`config.mk`:
```
export PLATFORM = sky130hd
export DESIGN_NAME = c_string_escape_to_utf8
export DESIGN_NICKNAME = d
export VERILOG_FILES = /design/src/rtl/csu8_pkg.sv /design/src/rtl/csu8_decode.sv /design/src/rtl/csu8_burst.sv /design/src/rtl/c_string_escape_to_utf8.sv
export SDC_FILE = /design/constraint.sdc
export NUM_CORES = 1
export LEC_CHECK = 0
export ABC_AREA = 1
export ABC_CLOCK_PERIOD_IN_PS = 6100
export BUFFER_PORTS_ARGS = -buffer_cell sky130_fd_sc_hd__buf_2
export CAP_MARGIN = 20
export CELL_PAD_IN_SITES_DETAIL_PLACEMENT = 1
export CELL_PAD_IN_SITES_GLOBAL_PLACEMENT = 1
export CORE_UTILIZATION = 41
export DETAILED_ROUTE_END_ITERATION = 12
export MAX_ROUTING_LAYER = met4
export PLACE_DENSITY_LB_ADDON = 0.1
export SLEW_MARGIN = 20
export SYNTH_ARGS = -nofsm -noshare
export SYNTH_HDL_FRONTEND = slang
export SYNTH_SLANG_ARGS = --single-unit
```
`constraint.sdc`:
```
create_clock -name clk -period 6.1 [get_ports clk]
set_input_delay 0.915 -clock clk [delete_from_list [all_inputs] [get_ports clk]]
set_output_delay 0.915 -clock clk [all_outputs]
set_load 0.01 [all_outputs]
```
`src/rtl/csu8_pkg.sv`:
```
`timescale 1ns / 1ps
// Shared types, codes and UTF-8 helpers of the C string escape decoder.
package csu8_pkg;

  localparam int NumSlots = 5;

  // Error codes carried on every result
  localparam logic [2:0] ErrNone    = 3'd0;
  localparam logic [2:0] ErrTrunc   = 3'd1;
  localparam logic [2:0] ErrUnknown = 3'd2;
  localparam logic [2:0] ErrUtf8    = 3'd3;
  localparam logic [2:0] ErrRange   = 3'd4;

  typedef enum logic [3:0] {
    ModePlain  = 4'b0001,
    ModeEsc    = 4'b0010,
    ModeDigits = 4'b0100,
    ModeUtf8   = 4'b1000
  } mode_t;

  // One result word
  typedef struct packed {
    logic [7:0] data;
    logic       valid;
    logic       last;
    logic       eos;
    logic [2:0] err;
  } res_t;

  // All results of one input word, slot 0 leaves first
  typedef struct packed {
    logic [2:0]                cnt;
    res_t [NumSlots-1:0]       slot;
  } burst_t;

  // Encoded code point: 1 to 4 bytes
  typedef struct packed {
    logic [2:0]      cnt;
    logic [3:0][7:0] data;
    logic [2:0]      err;
  } enc_t;

  function automatic enc_t utf8_encode(logic [31:0] cp, logic [2:0] err);
    enc_t        e;
    logic [20:0] c;
    e = '0;
    e.err = err;
    if (cp[31:21] != 11'd0 && err == ErrNone) begin
      e.err = ErrRange;
    end
    c = cp[20:0];
    if (c < 21'h80) begin
      e.cnt     = 3'd1;
      e.data[0] = {1'b0, c[6:0]};
    end else if (c < 21'h800) begin
      e.cnt     = 3'd2;
      e.data[0] = {3'b110, c[10:6]};
      e.data[1] = {2'b10, c[5:0]};
    end else if (c < 21'h10000) begin
      e.cnt     = 3'd3;
      e.data[0] = {4'b1110, c[15:12]};
      e.data[1] = {2'b10, c[11:6]};
      e.data[2] = {2'b10, c[5:0]};
    end else begin
      e.cnt     = 3'd4;
      e.data[0] = {5'b11110, c[20:18]};
      e.data[1] = {2'b10, c[17:12]};
      e.data[2] = {2'b10, c[11:6]};
      e.data[3] = {2'b10, c[5:0]};
    end
    return e;
  endfunction

  // {is_digit, value}; octal digits only unless hex is set
  function automatic logic [4:0] digit_val(logic [7:0] b, logic hex);
    logic [4:0] r;
    r = '0;
    if (b >= 8'h30 && b <= 8'h37) begin
      r = {1'b1, b[3:0]};
    end else if (hex) begin
      if (b >= 8'h38 && b <= 8'h39) begin
        r = {1'b1, b[3:0]};
      end else if ((b >= 8'h61 && b <= 8'h66) || (b >= 8'h41 && b <= 8'h46)) begin
        r = {1'b1, b[3:0] + 4'd9};
      end
    end
    return r;
  endfunction

endpackage

```
`src/rtl/csu8_decode.sv`:
```
`timescale 1ns / 1ps
// Input register, scan state and one-pass decode of a source byte into results.
module csu8_decode (
  input  logic              clk,
  input  logic              rst_n,
  input  logic              in_valid,
  output logic              in_ready,
  input  logic [7:0]        in_byte,
  input  logic              in_end_of_text,
  input  logic              buf_room,
  output logic              buf_push,
  output csu8_pkg::burst_t  burst
);
  import csu8_pkg::*;

  logic        in_full_r;
  logic [7:0]  byte_r;
  logic        eot_r;

  mode_t       mode_r, mode_nxt;
  logic [3:0]  dl_r, dl_nxt;
  logic        hex_r, hex_nxt;
  logic [31:0] acc_r, acc_nxt;
  logic [1:0]  cl_r, cl_nxt;
  logic        pend_r, pend_nxt;

  logic [4:0]  dig;
  logic        plain;
  logic        e1_v;
  logic [31:0] e1_cp;
  logic [2:0]  e1_err;
  logic        e2_v;
  logic [7:0]  e2_data;
  logic [2:0]  e2_err;
  logic        e3_v;
  logic        e3_mark;
  logic [31:0] e3_cp;
  logic [2:0]  e3_err;
  enc_t        e1_enc, e3_enc;
  logic [2:0]  n1, n2, n3;
  logic [3:0]  n_all;
  logic        fire;

  assign dig = digit_val(byte_r, hex_r);

  always_comb begin
    mode_nxt = mode_r;
    dl_nxt   = dl_r;
    hex_nxt  = hex_r;
    acc_nxt  = acc_r;
    cl_nxt   = cl_r;
    pend_nxt = pend_r;
    plain    = 1'b0;
    e1_v     = 1'b0;
    e1_cp    = '0;
    e1_err   = ErrNone;
    e2_v     = 1'b0;
    e2_data  = '0;
    e2_err   = ErrNone;
    e3_v     = 1'b0;
    e3_mark  = 1'b0;
    e3_cp    = '0;
    e3_err   = ErrNone;

    unique case (mode_r)
      ModeDigits: begin
        if (dig[4]) begin
          acc_nxt = hex_r ? {acc_r[27:0], dig[3:0]} : {acc_r[28:0], dig[2:0]};
          dl_nxt  = (dl_r != 4'd0) ? dl_r - 4'd1 : dl_r;
          if (dl_nxt == 4'd0) begin
            e1_v     = 1'b1;
            e1_cp    = acc_nxt;
            mode_nxt = ModePlain;
          end
        end else begin
          // non-digit ends the escape; short hex is an error, short octal is not
          e1_v     = 1'b1;
          e1_cp    = acc_r;
          e1_err   = hex_r ? ErrTrunc : ErrNone;
          mode_nxt = ModePlain;
          plain    = 1'b1;
        end
      end
      ModeUtf8: begin
        if (byte_r[7:6] == 2'b10) begin
          acc_nxt = {acc_r[25:0], byte_r[5:0]};
          cl_nxt  = (cl_r != 2'd0) ? cl_r - 2'd1 : cl_r;
          if (cl_nxt == 2'd0) begin
            e1_v     = 1'b1;
            e1_cp    = acc_nxt;
            e1_err   = pend_r ? ErrUnknown : ErrNone;
            pend_nxt = 1'b0;
            mode_nxt = ModePlain;
          end
        end else begin
          e1_v     = 1'b1;
          e1_err   = ErrUtf8;
          pend_nxt = 1'b0;
          cl_nxt   = 2'd0;
          mode_nxt = ModePlain;
          plain    = 1'b1;
        end
      end
      ModeEsc: begin
        mode_nxt = ModePlain;
        unique case (byte_r)
          8'h61: begin e1_v = 1'b1; e1_cp = 32'h07; end  // \a
          8'h62: begin e1_v = 1'b1; e1_cp = 32'h08; end  // \b
          8'h66: begin e1_v = 1'b1; e1_cp = 32'h0C; end  // \f
          8'h6E: begin e1_v = 1'b1; e1_cp = 32'h0A; end  // \n
          8'h72: begin e1_v = 1'b1; e1_cp = 32'h0D; end  // \r
          8'h74: begin e1_v = 1'b1; e1_cp = 32'h09; end  // \t
          8'h76: begin e1_v = 1'b1; e1_cp = 32'h0B; end  // \v
          8'h27, 8'h22, 8'h3F, 8'h5C: begin
            e1_v  = 1'b1;
            e1_cp = {24'd0, byte_r};
          end
          8'h78: begin mode_nxt = ModeDigits; hex_nxt = 1'b1; dl_nxt = 4'd2; acc_nxt = '0; end
          8'h75: begin mode_nxt = ModeDigits; hex_nxt = 1'b1; dl_nxt = 4'd4; acc_nxt = '0; end
          8'h55: begin mode_nxt = ModeDigits; hex_nxt = 1'b1; dl_nxt = 4'd8; acc_nxt = '0; end
          default: begin
            if (byte_r[7:3] == 5'b00110) begin
              mode_nxt = ModeDigits;
              hex_nxt  = 1'b0;
              dl_nxt   = 4'd2;
              acc_nxt  = {29'd0, byte_r[2:0]};
            end else if (!byte_r[7]) begin
              e1_v   = 1'b1;
              e1_cp  = {24'd0, byte_r};
              e1_err = ErrUnknown;
            end else begin
              pend_nxt = 1'b1;
              plain    = 1'b1;
            end
          end
        endcase
      end
      ModePlain: plain = 1'b1;
      default:   plain = 1'b1;
    endcase

    if (plain) begin
      if (byte_r == 8'h5C) begin
        mode_nxt = ModeEsc;
      end else if (!byte_r[7]) begin
        e2_v    = 1'b1;
        e2_data = byte_r;
      end else if (byte_r[7:5] == 3'b110) begin
        acc_nxt  = {27'd0, byte_r[4:0]};
        cl_nxt   = 2'd1;
        mode_nxt = ModeUtf8;
      end else if (byte_r[7:4] == 4'b1110) begin
        acc_nxt  = {28'd0, byte_r[3:0]};
        cl_nxt   = 2'd2;
        mode_nxt = ModeUtf8;
      end else if (byte_r[7:3] == 5'b11110) begin
        acc_nxt  = {29'd0, byte_r[2:0]};
        cl_nxt   = 2'd3;
        mode_nxt = ModeUtf8;
      end else begin
        e2_v     = 1'b1;
        e2_err   = ErrUtf8;
        pend_nxt = 1'b0;
      end
    end

    if (eot_r) begin
      // flush whatever construct is open, then drop back to reset state
      unique case (mode_nxt)
        ModeEsc: begin
          e3_v    = 1'b1;
          e3_mark = 1'b1;
          e3_err  = ErrTrunc;
        end
        ModeDigits: begin
          e3_v   = 1'b1;
          e3_cp  = acc_nxt;
          e3_err = hex_nxt ? ErrTrunc : ErrNone;
        end
        ModeUtf8: begin
          e3_v   = 1'b1;
          e3_err = ErrUtf8;
        end
        default: begin
          if (!e1_v && !e2_v) begin
            e3_v    = 1'b1;
            e3_mark = 1'b1;
          end
        end
      endcase
      mode_nxt = ModePlain;
      dl_nxt   = '0;
      hex_nxt  = 1'b0;
      acc_nxt  = '0;
      cl_nxt   = '0;
      pend_nxt = 1'b0;
    end
  end

  assign e1_enc = utf8_encode(e1_cp, e1_err);
  assign e3_enc = utf8_encode(e3_cp, e3_err);

  assign n1    = e1_v ? e1_enc.cnt : 3'd0;
  assign n2    = e2_v ? 3'd1 : 3'd0;
  assign n3    = e3_v ? e3_enc.cnt : 3'd0;
  assign n_all = 4'(n1) + 4'(n2) + 4'(n3);

  // Pack the three emitters into the result slots in order
  always_comb begin : pack
    logic [2:0] kk;
    logic [2:0] jj;
    burst.cnt = (n_all > 4'(NumSlots)) ? 3'(NumSlots) : n_all[2:0];
    for (int k = 0; k < NumSlots; k++) begin
      kk = 3'(k);
      jj = kk - n1 - n2;
      if (kk < n1) begin
        burst.slot[k].data  = e1_enc.data[kk[1:0]];
        burst.slot[k].valid = 1'b1;
        burst.slot[k].err   = e1_enc.err;
      end else if (kk < n1 + n2) begin
        burst.slot[k].data  = e2_data;
        burst.slot[k].valid = 1'b1;
        burst.slot[k].err   = e2_err;
      end else begin
        burst.slot[k].data  = e3_enc.data[jj[1:0]];
        burst.slot[k].valid = !e3_mark;
        burst.slot[k].err   = e3_enc.err;
      end
      burst.slot[k].last = (kk == burst.cnt - 3'd1);
      burst.slot[k].eos  = (kk == burst.cnt - 3'd1) && eot_r;
    end
  end

  assign fire     = in_full_r && (buf_room || burst.cnt == 3'd0);
  assign buf_push = fire && burst.cnt != 3'd0;
  assign in_ready = !in_full_r || fire;

  always_ff @(posedge clk) begin
    if (!rst_n) begin
      in_full_r <= 1'b0;
      mode_r    <= ModePlain;
      dl_r      <= '0;
      hex_r     <= 1'b0;
      acc_r     <= '0;
      cl_r      <= '0;
      pend_r    <= 1'b0;
    end else begin
      if (in_ready) begin
        in_full_r <= in_valid;
      end
      if (fire) begin
        mode_r <= mode_nxt;
        dl_r   <= dl_nxt;
        hex_r  <= hex_nxt;
        acc_r  <= acc_nxt;
        cl_r   <= cl_nxt;
        pend_r <= pend_nxt;
      end
    end
  end

  always_ff @(posedge clk) begin
    if (in_valid && in_ready) begin
      byte_r <= in_byte;
      eot_r  <= in_end_of_text;
    end
  end

endmodule

```
`src/rtl/csu8_burst.sv`:
```
`timescale 1ns / 1ps
// Result register: holds the words of one decoded byte and shifts them out.
module csu8_burst (
  input  logic              clk,
  input  logic              rst_n,
  input  logic              buf_push,
  input  csu8_pkg::burst_t  burst,
  output logic              buf_room,
  output logic              out_valid,
  input  logic              out_ready,
  output logic [7:0]        out_byte,
  output logic              out_byte_valid,
  output logic              out_run_last,
  output logic              out_end_of_string,
  output logic [2:0]        out_error_code
);
  import csu8_pkg::*;

  logic [2:0]          cnt_r;
  res_t [NumSlots-1:0] slot_r;
  logic                pop;

  assign out_valid = cnt_r != 3'd0;
  assign pop       = out_valid && out_ready;
  assign buf_room  = cnt_r == 3'd0 || (cnt_r == 3'd1 && out_ready);

  assign out_byte          = slot_r[0].data;
  assign out_byte_valid    = slot_r[0].valid;
  assign out_run_last      = slot_r[0].last;
  assign out_end_of_string = slot_r[0].eos;
  assign out_error_code    = slot_r[0].err;

  always_ff @(posedge clk) begin
    if (!rst_n) begin
      cnt_r <= '0;
    end else if (buf_push) begin
      cnt_r <= burst.cnt;
    end else if (pop) begin
      cnt_r <= cnt_r - 3'd1;
    end
  end

  always_ff @(posedge clk) begin
    if (buf_push) begin
      slot_r <= burst.slot;
    end else if (pop) begin
      for (int i = 0; i < NumSlots - 1; i++) begin
        slot_r[i] <= slot_r[i+1];
      end
    end
  end

  a_cnt_bound: assert property (@(posedge clk) disable iff (!rst_n)
    cnt_r <= 3'(NumSlots))
    else $error("result count beyond slot count");

  a_eos_last: assert property (@(posedge clk) disable iff (!rst_n)
    out_valid && out_end_of_string |-> out_run_last)
    else $error("end of string not on last word of run");

  a_marker: assert property (@(posedge clk) disable iff (!rst_n)
    out_valid && !out_byte_valid |-> out_byte == 8'd0 && out_run_last)
    else $error("marker word malformed");

  a_run_cont: assert property (@(posedge clk) disable iff (!rst_n)
    out_valid && out_ready && !out_run_last |=> out_valid)
    else $error("run cut short");

endmodule

```
`src/rtl/c_string_escape_to_utf8.sv`:
```
`timescale 1ns / 1ps
// Top level of the C string literal escape decoder with UTF-8 output.
//
// Input channel (in_valid/in_ready): one byte of a C string literal body per
// word, quotes already stripped; in_end_of_text marks the final byte.
// Output channel (out_valid/out_ready): one UTF-8 byte per word, with
// out_byte_valid low on marker words, out_run_last on the last word caused by
// an input byte, out_end_of_string on the last word of the literal, and
// out_error_code (truncated escape, unknown escape, bad UTF-8, too large).
// An accepted byte is held in the input register; its run of result words
// loads into the result register once that has room. Each byte makes 0 to 5
// result words; the single output word per cycle, while out_ready is high,
// sets the rate, so the block takes one byte per cycle while bytes make at
// most one word each, and a byte with more words holds the next byte back
// until the last word of its run leaves. Bytes that make no word pass at one
// per cycle even while an earlier run drains.
// Reset (rst_n low, synchronous) empties both registers and returns the scan
// to plain text. When the receiver stalls, the result register holds its
// word, the decoder waits with a byte that makes words, and in_ready falls.
module c_string_escape_to_utf8 (
  input  logic       clk,
  input  logic       rst_n,
  input  logic       in_valid,
  output logic       in_ready,
  input  logic [7:0] in_byte,
  input  logic       in_end_of_text,
  output logic       out_valid,
  input  logic       out_ready,
  output logic [7:0] out_byte,
  output logic       out_byte_valid,
  output logic       out_run_last,
  output logic       out_end_of_string,
  output logic [2:0] out_error_code
);
  import csu8_pkg::*;

  // decoded run of the byte in the input register
  burst_t burst;
  // result register can take a run this cycle
  logic   buf_room;
  // load the run into the result register
  logic   buf_push;

  csu8_decode u_decode (
    .clk            (clk),
    .rst_n          (rst_n),
    .in_valid       (in_valid),
    .in_ready       (in_ready),
    .in_byte        (in_byte),
    .in_end_of_text (in_end_of_text),
    .buf_room       (buf_room),
    .buf_push       (buf_push),
    .burst          (burst)
  );

  csu8_burst u_burst (
    .clk               (clk),
    .rst_n             (rst_n),
    .buf_push          (buf_push),
    .burst             (burst),
    .buf_room          (buf_room),
    .out_valid         (out_valid),
    .out_ready         (out_ready),
    .out_byte          (out_byte),
    .out_byte_valid    (out_byte_valid),
    .out_run_last      (out_run_last),
    .out_end_of_string (out_end_of_string),
    .out_error_code    (out_error_code)
  );

endmodule

```
# Yosys cells after proc, flatten, opt, wreduce, memory -nomap -nowiden
# Cells that the tools add are included.
[word_totals]
ff_bits = 127
input_bits = 13
out_inout_bits = 16
elab_cells = 342
[op_classes]
addsub = 18
magnitude_cmp = 30
eq_ne = 33
n_mux = 178
reduce_logical = 48
[ops]
columns = ["cell", "n"]
rows = [
  ["two-way mux 32 bit", 18],
  ["case mux 32 bit (9 select lines)", 1],
  ["case mux 32 bit (3 select lines)", 2],
  ["two-way mux 56 bit", 2],
  ["two-way mux 3 bit", 35],
  ["two-way mux 9 bit", 10],
  ["equality test 8 x 7 -> 1 bit, second input constant", 11],
  ["two-way mux 8 bit", 11],
  ["binary-select mux 8 bit (select 2 bit)", 5],
  ["two-way mux 16 bit", 4],
  ["case mux 32 bit (2 select lines)", 1],
  ["two-way mux 4 bit", 15],
  ["two-way mux 24 bit", 2],
  ["two-way mux 22 bit", 2],
  ["less-than comparator 21 x 12 -> 1 bit, second input constant", 2],
  ["less-than comparator 21 x 17 -> 1 bit, second input constant", 2],
  ["less-than comparator 21 x 8 -> 1 bit, second input constant", 2],
  ["two-way mux 1 bit", 39],
  ["two-way mux 2 bit", 13],
  ["equality test 8 x 6 -> 1 bit, second input constant", 3],
  ["nonzero test 11 bit", 2],
  ["two-way mux 5 bit", 4],
  ["case mux 3 bit (3 select lines)", 2],
  ["logical AND 1 bit", 17],
  ["53 further kinds", 102],
]

# Depth between registers and ports, before layout
# Gate-level depths: netlist (run 1).
[logic_depth]
depth_word = 31
depth_mapped = 48
mapped_depth_nobuf = 46

# Modules after synthesis
# Synthesis (run 1) repeated with hierarchy kept, for this count alone.
[unflattened]
cells_unflattened = 1877
hier_area_um2 = 11669.9
[modules_own_cells]
columns = ["module", "instances", "cells_per_inst", "area_each_um2", "seq_area_each_um2"]
rows = [
  ["csu8_decode", 1, 1582, 8557.0, 1171.1],
  ["csu8_burst", 1, 295, 3113.0, 2162.1],
]

# Worst setup path after synthesis (run 1)
# No wires, ideal clock.
[synth_path]
kind = "register -> register"
startpoint = "register u_decode.byte_r[0]"
endpoint = "register u_burst.slot_r, in the netlist u_burst.out_byte[0] (enable)"
setup_time_ns = 0.643
t_arrival_ns = 6.087
t_required_ns = 5.457
path_slack_ns = -0.630
stages_incl_launch_ff = 40
path_buffers = 3
synth_period_minus_slack_ns = 6.730
path_cell_list = "edfxtp_1 > inv_1 > ha_1 > inv_1 > nor2_1 > nand2_2 > nand3_2 > nor2_1 > nand2_1 > nand2_1 > nand2_1 > nor2_1 > nand2_1 > nand2_1 > nand2_2 > nor2_2 > nand3_2 > nand3_2 > [... 4 more ...] > fa_1 > inv_1 > fa_1 > xor2_1 > nor2_1 > inv_1 > nor2_1 > inv_1 > nand2_1 > inv_1 > ha_1 > inv_1 > nand3_1 > nand2_1 > inv_1 > nand2_1 > clkbuf_1 > nand2_1"
[synth_via]
elab_chain_cells = 31
elab_cells_between_ends = 110
[synth_rtl]
columns = ["element", "line_no", "text"]
rows = [
  ["start, declared", "csu8_decode.sv:17", "logic [7:0] byte_r;"],
  ["start signal, assigned", "csu8_decode.sv:264", "byte_r <= in_byte;"],
  [">= comparator 8 x 7 -> 1 bit / less-or-equal comparator 8 x 7 -> 1 bit (equally long branches)", "csu8_pkg.sv:83", "end else if ((b >= 8'h61 && b <= 8'h66) || (b >= 8'h41 && b <= 8'h46)) begin"],
  ["logical AND 1 bit", "csu8_pkg.sv:83", ""],
  ["logical OR 1 bit", "csu8_pkg.sv:83", ""],
  ["two-way mux 5 bit", "csu8_pkg.sv:83", ""],
  ["two-way mux 5 bit", "csu8_pkg.sv:81", "if (b >= 8'h38 && b <= 8'h39) begin"],
  ["two-way mux 5 bit", "csu8_pkg.sv:80", "end else if (hex) begin"],
  ["two-way mux 5 bit", "csu8_pkg.sv:78", "if (b >= 8'h30 && b <= 8'h37) begin"],
  ["two-way mux 4 bit / two-way mux 32 bit (equally long branches)", "csu8_decode.sv:67, csu8_decode.sv:68", ""],
  ["[... 15 more ...]", "--", ""],
  ["adder 4 x 3 -> 4 bit *", "csu8_decode.sv:206", "assign n_all = 4'(n1) + 4'(n2) + 4'(n3);"],
  ["> comparator 4 x 3 -> 1 bit", "csu8_decode.sv:212", "burst.cnt = (n_all > 4'(NumSlots)) ? 3'(NumSlots) : n_all[2:0];"],
  ["two-way mux 3 bit *", "csu8_decode.sv:212", ""],
  ["logical NOT 3 bit", "csu8_decode.sv:234", "assign fire = in_full_r && (buf_room || burst.cnt == 3'd0);"],
  ["logical OR 1 bit", "csu8_decode.sv:234", ""],
  ["logical AND 1 bit", "csu8_decode.sv:234", ""],
  ["logical AND 1 bit *", "csu8_decode.sv:235", "assign buf_push = fire && burst.cnt != 3'd0;"],
  ["nonzero test 2 bit (no source line) *", "--", ""],
  ["end signal, assigned", "csu8_burst.sv:45", "slot_r <= burst.slot;"],
  ["end signal, assigned by index", "csu8_burst.sv:48", "slot_r[i] <= slot_r[i+1];"],
  ["end, declared", "csu8_burst.sv:20", "res_t [NumSlots-1:0] slot_r;"],
]
# Mark *: on every way between the ends. The rest lies on a longest branch, timed or not.
# A chain may end at the register's enable or synchronous reset.

# Final worst setup path (run 1)
[layout_path]
startpoint = "register u_decode.byte_r[0]"
endpoint = "output in_ready"
[layout_via]
elab_chain_cells = 30
elab_cells_between_ends = 108
[layout_rtl]
columns = ["element", "line_no", "text"]
rows = [
  [">= comparator 8 x 7 -> 1 bit / less-or-equal comparator 8 x 7 -> 1 bit (equally long branches)", "csu8_pkg.sv:83", ""],
  ["logical AND 1 bit", "csu8_pkg.sv:83", ""],
  ["logical OR 1 bit", "csu8_pkg.sv:83", ""],
  ["two-way mux 5 bit", "csu8_pkg.sv:83", ""],
  ["two-way mux 5 bit", "csu8_pkg.sv:81", ""],
  ["two-way mux 5 bit", "csu8_pkg.sv:80", ""],
  ["two-way mux 5 bit", "csu8_pkg.sv:78", ""],
  ["two-way mux 4 bit / two-way mux 32 bit (equally long branches)", "csu8_decode.sv:67, csu8_decode.sv:68", ""],
  ["[... 14 more ...]", "--", ""],
  ["two-way mux 3 bit", "csu8_decode.sv:205", "assign n3 = e3_v ? e3_enc.cnt : 3'd0;"],
  ["adder 4 x 3 -> 4 bit *", "csu8_decode.sv:206", ""],
  ["> comparator 4 x 3 -> 1 bit", "csu8_decode.sv:212", ""],
  ["two-way mux 3 bit *", "csu8_decode.sv:212", ""],
  ["logical NOT 3 bit *", "csu8_decode.sv:234", ""],
  ["logical OR 1 bit *", "csu8_decode.sv:234", ""],
  ["logical AND 1 bit *", "csu8_decode.sv:234", ""],
  ["logical OR 1 bit *", "csu8_decode.sv:236", "assign in_ready = !in_full_r || fire;"],
  ["end, declared", "c_string_escape_to_utf8.sv:24", "output logic in_ready,"],
]
# Marked as above.

==> results of run 1 <==
==> sequential cells by signal, indices dropped and copies added (netlist names) <==
name                       count
u_burst.slot_r                56
u_decode.acc_r                32
u_burst.out_byte               8
u_decode.byte_r                8
u_decode.dl_r                  4
u_decode.mode_r                4
u_burst.cnt_r                  3
u_burst.out_error_code         3
u_decode.cl_r                  2
u_burst.out_byte_valid         1
u_burst.out_end_of_string      1
u_burst.out_run_last           1
u_decode.eot_r                 1
u_decode.hex_r                 1
u_decode.in_full_r             1
u_decode.pend_r                1
==> logic make-up (layout without fill, tap and decap cells) <==
group,Yosys count,count (layout),share of synthesized area [%]
AOI/OAI and AO/OA,391,391,21.5
xor gates and xnor gates,5,5,0.591
adders and majority gates,18,18,2.27
buffers and inverters,267,509,10.4
DFF,127,127,31.5
other,0,1,0
and+or+nand+nor,840,842,33.7
==> power by group through the flow <==
stage               registers [µW]  clock network (µW)  logic [µW]
finish                        1350                1080        1420
floorplan                     1310                   0         701
detailed placement            1340                   0        1150
global route                  1360                1110        1490
CTS                           1320                1070        1210
global placement              1320                   0        1100
==> critical path: cells and delay by family (launching register included) <==
family,cells,cell delay (ns)
flops,1,0.47
compound gates,1,0.11
fa+ha+maj,3,0.72
simple gates,19,2.46
xor+xnor,1,0.15
buf+inv,11,1.20
==> repair_timing <==
action / 4_1_cts / 5_1_grt
cloned: 1 / 1
hold buffers: 0 / 0
endpoints found under the hold margin: 0 / 0
pin swaps: 37 / 49
gates resized for setup: 91 / 122
buffers inserted: 85 / 47
setup endpoints to repair: 41 / 174
==> layer usage <==
layer	up-vias	share of wire, %
li1	6002	-
met1	6728	40
met2	923	44
met3	252	10
met4	0	5.8
met5	-	0
==> area by class of cell <==
type | instances | area, µm²
sequential | 127 | 3340
fill | 3302 | 11000
multi-input combinational | 1256 | 6790
tap | 330 | 413
clock inverter | 15 | 165
inverter | 170 | 668
timing repair buffer | 307 | 2410
clock buffer | 17 | 425
antenna | 1 | 2.50
==> layout by cell type (no fill, tap or decap), drive strengths merged, types with 4 or more instances in the layout <==
| cell type | netlist | final |
|---|---|---|
| a211oi | 4 | 4 |
| a21oi | 119 | 119 |
| a221oi | 6 | 6 |
| a22oi | 10 | 10 |
| a2bb2oi | 4 | 4 |
| a31oi | 5 | 5 |
| buf | 48 | 307 |
| clkbuf | 49 | 17 |
| clkinv | 2 | 8 |
| dfxtp | 48 | 48 |
| edfxtp | 79 | 79 |
| ha | 16 | 16 |
| inv | 168 | 176 |
| nand2 | 538 | 539 |
| nand3 | 110 | 111 |
| nand4 | 12 | 12 |
| nor2 | 138 | 138 |
| nor3 | 28 | 28 |
| nor4 | 7 | 7 |
| o211ai | 25 | 25 |
| o21a | 8 | 8 |
| o21ai | 159 | 159 |
| o221ai | 10 | 10 |
| o22ai | 15 | 15 |
| o311ai | 6 | 6 |
| o31ai | 5 | 5 |
==> Yosys cell counts (all sizes together), types with 2 or more instances <==
cell / instances
nand2: 538
inv: 168
o21ai: 159
nor2: 138
a21oi: 119
nand3: 110
edfxtp: 79
clkbuf: 49
buf: 48
dfxtp: 48
nor3: 28
o211ai: 25
ha: 16
o22ai: 15
nand4: 12
a22oi: 10
o221ai: 10
o21a: 8
nor4: 7
a221oi: 6
o311ai: 6
a31oi: 5
o31ai: 5
a211oi: 4
a2bb2oi: 4
and2: 3
xor2: 3
a21boi: 2
a32o: 2
clkinv: 2
fa: 2
nand3b: 2
o2111ai: 2
o21bai: 2
o32ai: 2
or2: 2
xnor2: 2
==> worst paths after layout <==
check,depth (start not counted),endpoint,slack (ns),from
worst max-delay path,35,in_ready,-0.37,u_decode.byte_r[0]$_DFFE_PP_
worst min-delay path,2,u_decode.cl_r[0]$_SDFFE_PN0P_,0.48,u_decode.cl_r[0]$_SDFFE_PN0P_
worst max register to register,41,u_burst.out_byte[7]$_DFFE_PP_,-0.21,u_decode.byte_r[0]$_DFFE_PP_
worst min register to register,2,u_decode.cl_r[0]$_SDFFE_PN0P_,0.48,u_decode.cl_r[0]$_SDFFE_PN0P_
==> metrics by stage <==
stage          setup slack (ns)  instance area [µm²]
6_report                 -0.366                14200
5_1_grt                  -0.564                14200
4_1_cts                  0.0102                13500
3_5_place_dp             -0.215                11900
3_3_place_gp            -0.0626                11900
2_1_floorplan             0.182                10600
==> results.json, run 1 <==
{
  "fmax_ghz": 0.155,
  "grt_max_degree": 48,
  "hold_viol": 0,
  "use_met3_pct": 7.94,
  "postSynthAreaPerCell_um2": 6.42,
  "min_period_over_period_pct": 106,
  "rsz0062_at_grt": "yes",
  "synth-edff-count": 79,
  "seq_area_frac_synth_pct": 31.5,
  "skew_ns": 0.0157,
  "relSlewSlack_pct": 39.2,
  "num_rows": 58,
  "critical_path.max_fanout": 7,
  "required_ns": 5.18,
  "pwr-share-clk_pct": 28.0,
  "postRouteAntennaNets": 0,
  "synthCells": 1648,
  "ioPinCount": 29,
  "ys.flop_type": "edfxtp_1",
  "fp.dieW_um": 163,
  "timing.hold.ws_ns": 0.485,
  "cts_made_buffers": 17,
  "yosysWarnings": 0,
  "leakagePower_uw": 0.00620,
  "status": "finished, violations left",
  "cp-end-kind": "output port",
  "clock_path_buffers": 2,
  "syn_nets": 1679,
  "fin_tns_setup_ns": -8.59,
  "routabilityCongestion": 0.967,
  "grt_remaining_overflow": 0,
  "cap_violations": 0,
  "seqPwrFrac_pct": 35.1,
  "fin_nets": 1910,
  "hpwlAfterDp_mm": 36.2,
  "grt.met2_usage_pct": 62.5,
  "comb_power_share_pct": 36.8,
  "start_util_pct": 41.9,
  "io_buffers": 28,
  "h-tree-depth": 4,
  "firstDrtPassIters": 7,
  "yosys.area.top_type": "edfxtp_1",
  "min_period_ns": 6.47,
  "netlist_top_cells_area": "edfxtp_1 (22%), nand2_1 (19%), dfxtp_1 (9.1%), o21ai_0 (6.2%), a21oi_1 (5.6%)",
  "area_growth_pct": 34.2,
  "drv_slew": 0,
  "internal_power_uw": 2280,
  "viasPerCell": 6.26,
  "crit_top_cell": "nand2_2",
  "synth_area_um2": 10600,
  "critPathSlowestCell": "edfxtp_1",
  "min_path_type": "register to register",
  "ys_types": 58,
  "drtIter0Drc": 1873,
  "total_power_uw": 3860,
  "cts_root_buf": "clkbuf_16",
  "antenna_found_initial": 1,
  "final_util_pct": 56.3,
  "place_inst": 2062,
  "swShare_pct": 40.9,
  "path_class": "register to output port",
  "clk-insertion-delay-late_ns": 0.45,
  "grt_usage_pct": 41.4,
  "vdd_drop_max_v": 0.000272,
  "synth_top_area_share_pct": 22.4,
  "drc_errors": 0,
  "clock-sinks": 127,
  "drive_above_1_share_pct": 27.7,
  "finalSetupViolCount": 117,
  "die_h_um": 163,
  "async_flop_share_pct": 0,
  "fin_cells": 2223,
  "met1_usage_pct": 52.9,
  "routedWlPerCell_um": 25.7,
  "grt_pass1_wl_mm": 80.6,
  "dieArea_um2": 26500,
  "num_vias": 13900,
  "synth-seq-cells": 127,
  "first_global_vias": 13300,
  "cp.arrival_ns": 5.55,
  "finalWirelength_mm": 57.1,
  "power_density_nw_per_um2": 271,
  "grt_busiest_layer": "met2",
  "cpPeakStageDelay_ns": 0.47,
  "path_clk_slew_ns": 0.07,
  "violations": "negative setup slack",
  "cts_tree": "built",
  "startpoint_type": "register",
  "core_area_um2": 25300,
  "p_switching_uw": 1580,
  "tightest_slew_ns": 0.909,
  "setup_ws_ns": -0.366
}
No activity file was read; power rests on OpenSTA's default activity.
==> run 2, diff against run 1 <==
--- a/config.mk
+++ b/config.mk
@@ -11,6 +11,7 @@
 export CAP_MARGIN = 20
 export CELL_PAD_IN_SITES_DETAIL_PLACEMENT = 1
 export CELL_PAD_IN_SITES_GLOBAL_PLACEMENT = 1
+export CORE_ASPECT_RATIO = 0.8
 export CORE_UTILIZATION = 41
 export DETAILED_ROUTE_END_ITERATION = 12
 export MAX_ROUTING_LAYER = met4
==> run 2 against run 1 <==
Against the previous run: the flow still finishes with violations (negative setup slack); clock power down 5%; sequential cell count is the same; clock skew grew 0.0014 ns; core utilization is 0.72 points higher; cell count about the same; sequential share of layout area is 0.36 points lower; critical path depth up 1; combinational power decreased by 5%; register-to-register slack better by 0.12 ns; highest routed layer unchanged.
==> results.json, run 2 (synthesis results as in run 1) <==
{
  "cp-end-kind": "output port",
  "fin_cells": 2225,
  "ioPinCount": 29,
  "final_common_cell": "nand2_1",
  "pre_cts_slack_ns": -0.185,
  "leakagePower_uw": 0.00633,
  "cts_made_buffers": 17,
  "regArea_um2": 3330,
  "required_ns": 5.18,
  "hpwlAfterDp_mm": 35.8,
  "clock_path_buffers": 2,
  "path_clk_slew_ns": 0.07,
  "num_vias": 13700,
  "firstDrtPassIters": 6,
  "path_class": "register to output port",
  "skew_ns": 0.0171,
  "area_growth_pct": 36.2,
  "grt_pass1_wl_mm": 77.5,
  "critPathSlowestCell": "edfxtp_1",
  "core_area_um2": 25300,
  "clk-insertion-delay-late_ns": 0.46,
  "whs_path_depth": 2,
  "hold_viol": 0,
  "first_global_vias": 13100,
  "drive_above_1_share_pct": 29.2,
  "cpPeakStageDelay_ns": 0.48,
  "vdd_drop_max_v": 0.000208,
  "dieArea_um2": 26500,
  "regMostFlops": "u_burst.slot_r",
  "grt_usage_pct": 39.6,
  "place_inst": 2081,
  "drtIter0Drc": 1664,
  "min_period_over_period_pct": 105,
  "n_fill_cell": 3282,
  "routedWlPerCell_um": 24.1,
  "min_path_type": "register to register",
  "relSlewSlack_pct": 30.7,
  "fmax_ghz": 0.157,
  "largest_reg_flops": 56,
  "final_cell_mix": "nand2_1 (484), buf_4 (260), inv_1 (127)",
  "num_rows": 52,
  "grt_remaining_overflow": 0,
  "finalSetupViolCount": 5,
  "routabilityCongestion": 1.03,
  "multi_input_area_um2": 6960,
  "whs_endpoint": "u_decode.cl_r[0]$_SDFFE_PN0P_",
  "status": "finished, violations left",
  "r2r-end": "u_burst.slot_r[52]$_DFFE_PP_",
  "reg_top3": "u_burst.slot_r x56, u_decode.acc_r x32",
  "start_util_pct": 41.8,
  "h-tree-depth": 4,
  "fp.dieW_um": 182,
  "critical_path.max_fanout": 6,
  "power_density_nw_per_um2": 256,
  "cp.arrival_ns": 5.46,
  "crit_top_cell": "nand2_2",
  "min_from": "u_decode.cl_r[0]$_SDFFE_PN0P_",
  "setup_ws_ns": -0.275,
  "worstRegToRegCells": 44,
  "cts_root_buf": "clkbuf_16",
  "tightest_slew_ns": 1.03,
  "cts_tree": "built",
  "fin_nets": 1920,
  "r2r_slack_ns": -0.09,
  "drc_errors": 0,
  "diodes": 0,
  "io_buffers": 28,
  "drv_slew": 0,
  "rsz0062_at_grt": "yes",
  "r2r-start": "u_decode.byte_r[0]$_DFFE_PP_",
  "min_period_ns": 6.37,
  "timing.hold.ws_ns": 0.466,
  "violations": "negative setup slack",
  "startpoint_type": "register",
  "viasPerCell": 6.16,
  "postRouteAntennaNets": 0,
  "cap_violations": 0,
  "die_h_um": 146,
  "finalWirelength_mm": 53.6,
  "grt_max_degree": 46,
  "antenna_found_initial": 0,
  "clock-sinks": 127
}
run 2: what timing repair did:
| item | 4_1_cts | 5_1_grt |
|---|---|---|
| buffers inserted | 72 | 46 |
| endpoints found under the setup margin | 97 | 183 |
| pin swaps | 41 | 78 |
| gates resized for setup | 115 | 137 |
| cloned | 2 | 4 |
| hold buffers | 0 | 0 |
run 2: metal layers:
layer | track usage (%) | part of all wire (%) | vias to the layer above
li1 | - | - | 6017
met4 | 14.3 | 3.3 | 0
met3 | 9.01 | 11 | 157
met1 | 53.6 | 42 | 6715
met5 | - | 0 | -
met2 | 57.5 | 44 | 810
run 2: metrics by stage:
| step | TNS, ns | power, µW | cell area [µm²] | utilization [%] |
|---|---|---|---|---|
| 2_1_floorplan | 0 | 2010 | 10600 | - |
| 3_3_place_gp | 0 | 2430 | 12100 | 47.8 |
| 3_5_place_dp | -3.45 | 2470 | 12100 | 47.8 |
| 4_1_cts | -0.0567 | 3560 | 13600 | 53.6 |
| 5_1_grt | -17.74 | 3830 | 14400 | 57.0 |
| 6_report | -0.427 | 3690 | 14400 | 57.0 |
run 2: cell type report:
class | instances | share of cell area [%]
Sequential cell | 127 | 23.1
Inverter | 170 | 4.64
Multi-Input combinational cell | 1256 | 48.3
Timing Repair Buffer | 314 | 17.2
Timing Repair inverter | 3 | 0.139
Clock inverter | 14 | 0.902
Clock buffer | 17 | 2.95
Tap cell | 324 | 2.81
run 2: worst max path at each step:
stage                     slack [ns]                         start                       endpoint
after floorplan                 0.18  u_decode.byte_r[0]$_DFFE_PP_  u_burst.cnt_r[1]$_SDFFE_PN0P_
after global placement          0.03  u_decode.byte_r[6]$_DFFE_PP_   u_burst.slot_r[52]$_DFFE_PP_
after detailed placement       -0.19  u_decode.byte_r[6]$_DFFE_PP_   u_burst.slot_r[52]$_DFFE_PP_
after CTS                      -0.06  u_decode.byte_r[1]$_DFFE_PP_                       in_ready
after global routing           -0.42  u_decode.byte_r[0]$_DFFE_PP_                       in_ready
final                          -0.27  u_decode.byte_r[0]$_DFFE_PP_                       in_ready
run 2: worst max-delay path, delay by kind of cell, from the launching register on:
| family | cells | cell delay [ns] |
|---|---|---|
| adder cells (fa/ha/maj) | 3 | 0.65 |
| AO/OA/AOI/OAI | 2 | 0.28 |
| flip-flops | 1 | 0.48 |
| AND/OR/NAND/NOR | 19 | 2.18 |
| buffers and inverters | 12 | 1.37 |
run 2: where the power goes:
part | total [µW] | internal, µW | switching [µW]
Combinational | 1350 | 495 | 851
Sequential | 1310 | 1240 | 76.7
Clock | 1030 | 564 | 467
==> run 3, diff against run 2 <==
--- a/config.mk
+++ b/config.mk
@@ -16,6 +16,7 @@
 export DETAILED_ROUTE_END_ITERATION = 12
 export MAX_ROUTING_LAYER = met4
 export PLACE_DENSITY_LB_ADDON = 0.1
+export SETUP_SLACK_MARGIN = 0.02
 export SLEW_MARGIN = 20
 export SYNTH_ARGS = -nofsm -noshare
 export SYNTH_HDL_FRONTEND = slang
==> constraint.sdc (replaced) <==
create_clock -name clk -period 6.1 [get_ports clk]
set_input_delay 0.915 -clock clk [delete_from_list [all_inputs] [get_ports clk]]
set_output_delay 0.915 -clock clk [all_outputs]
set_load 0.1 [all_outputs]
==> run 3 against run 2 <==
Against the previous run: the run still ends with negative setup slack left; sequential share of layout area grew 2.2 points; sequential cell count is the same; cell count shrank 5.6%; largest cell class unchanged; global-route usage shrank 2.2 points; maximum frequency grew 1.9%; combinational power grew 16%; register-to-register slack gained 0.25 ns; first-iteration DRC count shrank 16%; routed wire length shrank 9.5%.
==> results.json, run 3 (synthesis results as in run 1) <==
{
  "finalWirelength_mm": 48.5,
  "hpwlAfterDp_mm": 34.5,
  "num_rows": 52,
  "n_fill_cell": 3341,
  "h-tree-depth": 4,
  "routedWlPerCell_um": 23.1,
  "leakagePower_uw": 0.00569,
  "hold_viol": 0,
  "diodes": 0,
  "seqPwrFrac_pct": 33.7,
  "routabilityCongestion": 1.02,
  "min_path_type": "register to register",
  "cts_made_buffers": 17,
  "fin_tns_setup_ns": -0.158,
  "cpPeakStageDelay_ns": 0.50,
  "power_density_nw_per_um2": 296,
  "comb_power_share_pct": 40.0,
  "r2r_slack_ns": 0.16,
  "tightest_slew_ns": 0.937,
  "fp.dieW_um": 182,
  "finalSetupViolCount": 1,
  "antenna_found_initial": 0,
  "drv_slew": 0,
  "dieArea_um2": 26500,
  "cp-end-kind": "output port",
  "firstDrtPassIters": 5,
  "clk-insertion-delay-late_ns": 0.45,
  "area_growth_pct": 24.6,
  "path_class": "register to output port",
  "drive_above_1_share_pct": 22.1,
  "pwr-share-clk_pct": 26.3,
  "largest_reg_flops": 56,
  "viasPerCell": 6.00,
  "timing.hold.ws_ns": 0.492,
  "critical_path.max_fanout": 9,
  "violations": "negative setup slack",
  "final_common_cell": "nand2_1",
  "fin_area_um2": 13200,
  "final_util_pct": 52.1,
  "internal_power_uw": 2220,
  "setup_ws_ns": -0.158,
  "io_buffers": 28,
  "startpoint_type": "register",
  "fin_nets": 1795,
  "required_ns": 5.18,
  "worst-path-stages": 38,
  "relSlewSlack_pct": 37.5,
  "path_clk_slew_ns": 0.08,
  "crit_top_cell": "inv_2",
  "ioPinCount": 29,
  "start_util_pct": 41.8,
  "dpl_cell_area_um2": 11600,
  "grt_max_degree": 57,
  "core_area_um2": 25300,
  "cap_violations": 0,
  "cp.buffers_inverters": 11,
  "skew_ns": 0.0197,
  "worstRegToRegCells": 43,
  "first_global_vias": 12200,
  "fmax_ghz": 0.160,
  "drc_errors": 0,
  "total_power_uw": 3910,
  "vdd_drop_max_v": 0.000242,
  "crit_family": "simple AND/OR/NAND/NOR gates",
  "critPathSlowestCell": "edfxtp_1",
  "final_cell_mix": "nand2_1 (491), buf_4 (143), inv_1 (134)",
  "grt_usage_pct": 37.4,
  "grt_remaining_overflow": 0,
  "p_switching_uw": 1680,
  "clock_path_buffers": 2,
  "min_period_ns": 6.26,
  "cts_tree": "built",
  "grt_pass1_wl_mm": 73.2,
  "swShare_pct": 43.1,
  "die_h_um": 146,
  "regMostFlops": "u_burst.slot_r",
  "cp.arrival_ns": 5.34,
  "whs_path_depth": 2,
  "drtIter0Drc": 1400,
  "status": "finished, violations left",
  "rsz0062_at_grt": "yes",
  "reg_top3": "u_burst.slot_r x56, u_decode.acc_r x32",
  "clock-sinks": 127,
  "min_period_over_period_pct": 103,
  "cts_root_buf": "clkbuf_16",
  "postRouteAntennaNets": 0,
  "num_vias": 12600
}
[run 3: cell types whose count changed in the layout (fill, tap and decap cells not counted), moves of 4 or more]
cell / delta
a21oi_1: +7
a21oi_2: -6
buf_4: -117
clkinvlp_4: -6
inv_1: +7
nand2_1: +7
nand2_4: -6
nand3_1: +4
o21ai_0: +4
o21ai_4: -4
[run 3: metrics by stage]
stage               instances  setup slack [ns]
floorplan                1648            0.0183
global placement         2006            -0.199
detailed placement       2006            -0.280
CTS                      2073            0.0203
global route             2101            -0.390
finish                   2101            -0.158
[run 3: routing by layer]
metal  up-vias  track usage [%]  wire (µm)
li1       5758                -          -
met1      6134             53.8      22100
met4         0             8.47        966
met3        82             7.33       4590
met2       632             53.6      20800
met5         -                -          0
[run 3: worst min-delay path, cell delays in order (launching register included)]
cell and delay [ns]:
dfxtp_1 0.32, nand2_1 0.07, a21oi_1 0.06
[run 3: area by class of cell]
type	instances	area (µm²)	area share, %
Tap cell	324	405	3.07
Timing Repair Buffer	192	1530	11.6
Sequential cell	127	3330	25.3
Multi-Input combinational cell	1256	6700	50.8
Clock buffer	18	429	3.26
Clock inverter	14	131	0.996
Inverter	170	653	4.95
[run 3: power by group through the flow]
| stage | sequential (µW) | clock, µW | combinational [µW] |
|---|---|---|---|
| finish | 1310 | 1030 | 1560 |
| global route | 1340 | 1060 | 1670 |
| CTS | 1310 | 1040 | 1480 |
| detailed placement | 1330 | 0 | 1410 |
| global placement | 1320 | 0 | 1390 |
| floorplan | 1360 | 0 | 1010 |
[run 3: what timing repair did]
action,in CTS,in global routing
resized for setup,77,89
pin swaps,36,41
cloned,2,0
hold buffers,0,0
buffers inserted,33,28
setup endpoints to repair,64,156
[run 3: path summary, 6_finish.rpt]
kind / startpoint / to
setup / recovery: u_decode.byte_r[6]$_DFFE_PP_ / in_ready
hold / removal: u_decode.acc_r[31]$_SDFFE_PN0P_ / u_decode.acc_r[31]$_SDFFE_PN0P_
setup reg to reg: u_decode.byte_r[6]$_DFFE_PP_ / u_burst.slot_r[44]$_DFFE_PP_
hold reg to reg: u_decode.acc_r[31]$_SDFFE_PN0P_ / u_decode.acc_r[31]$_SDFFE_PN0P_
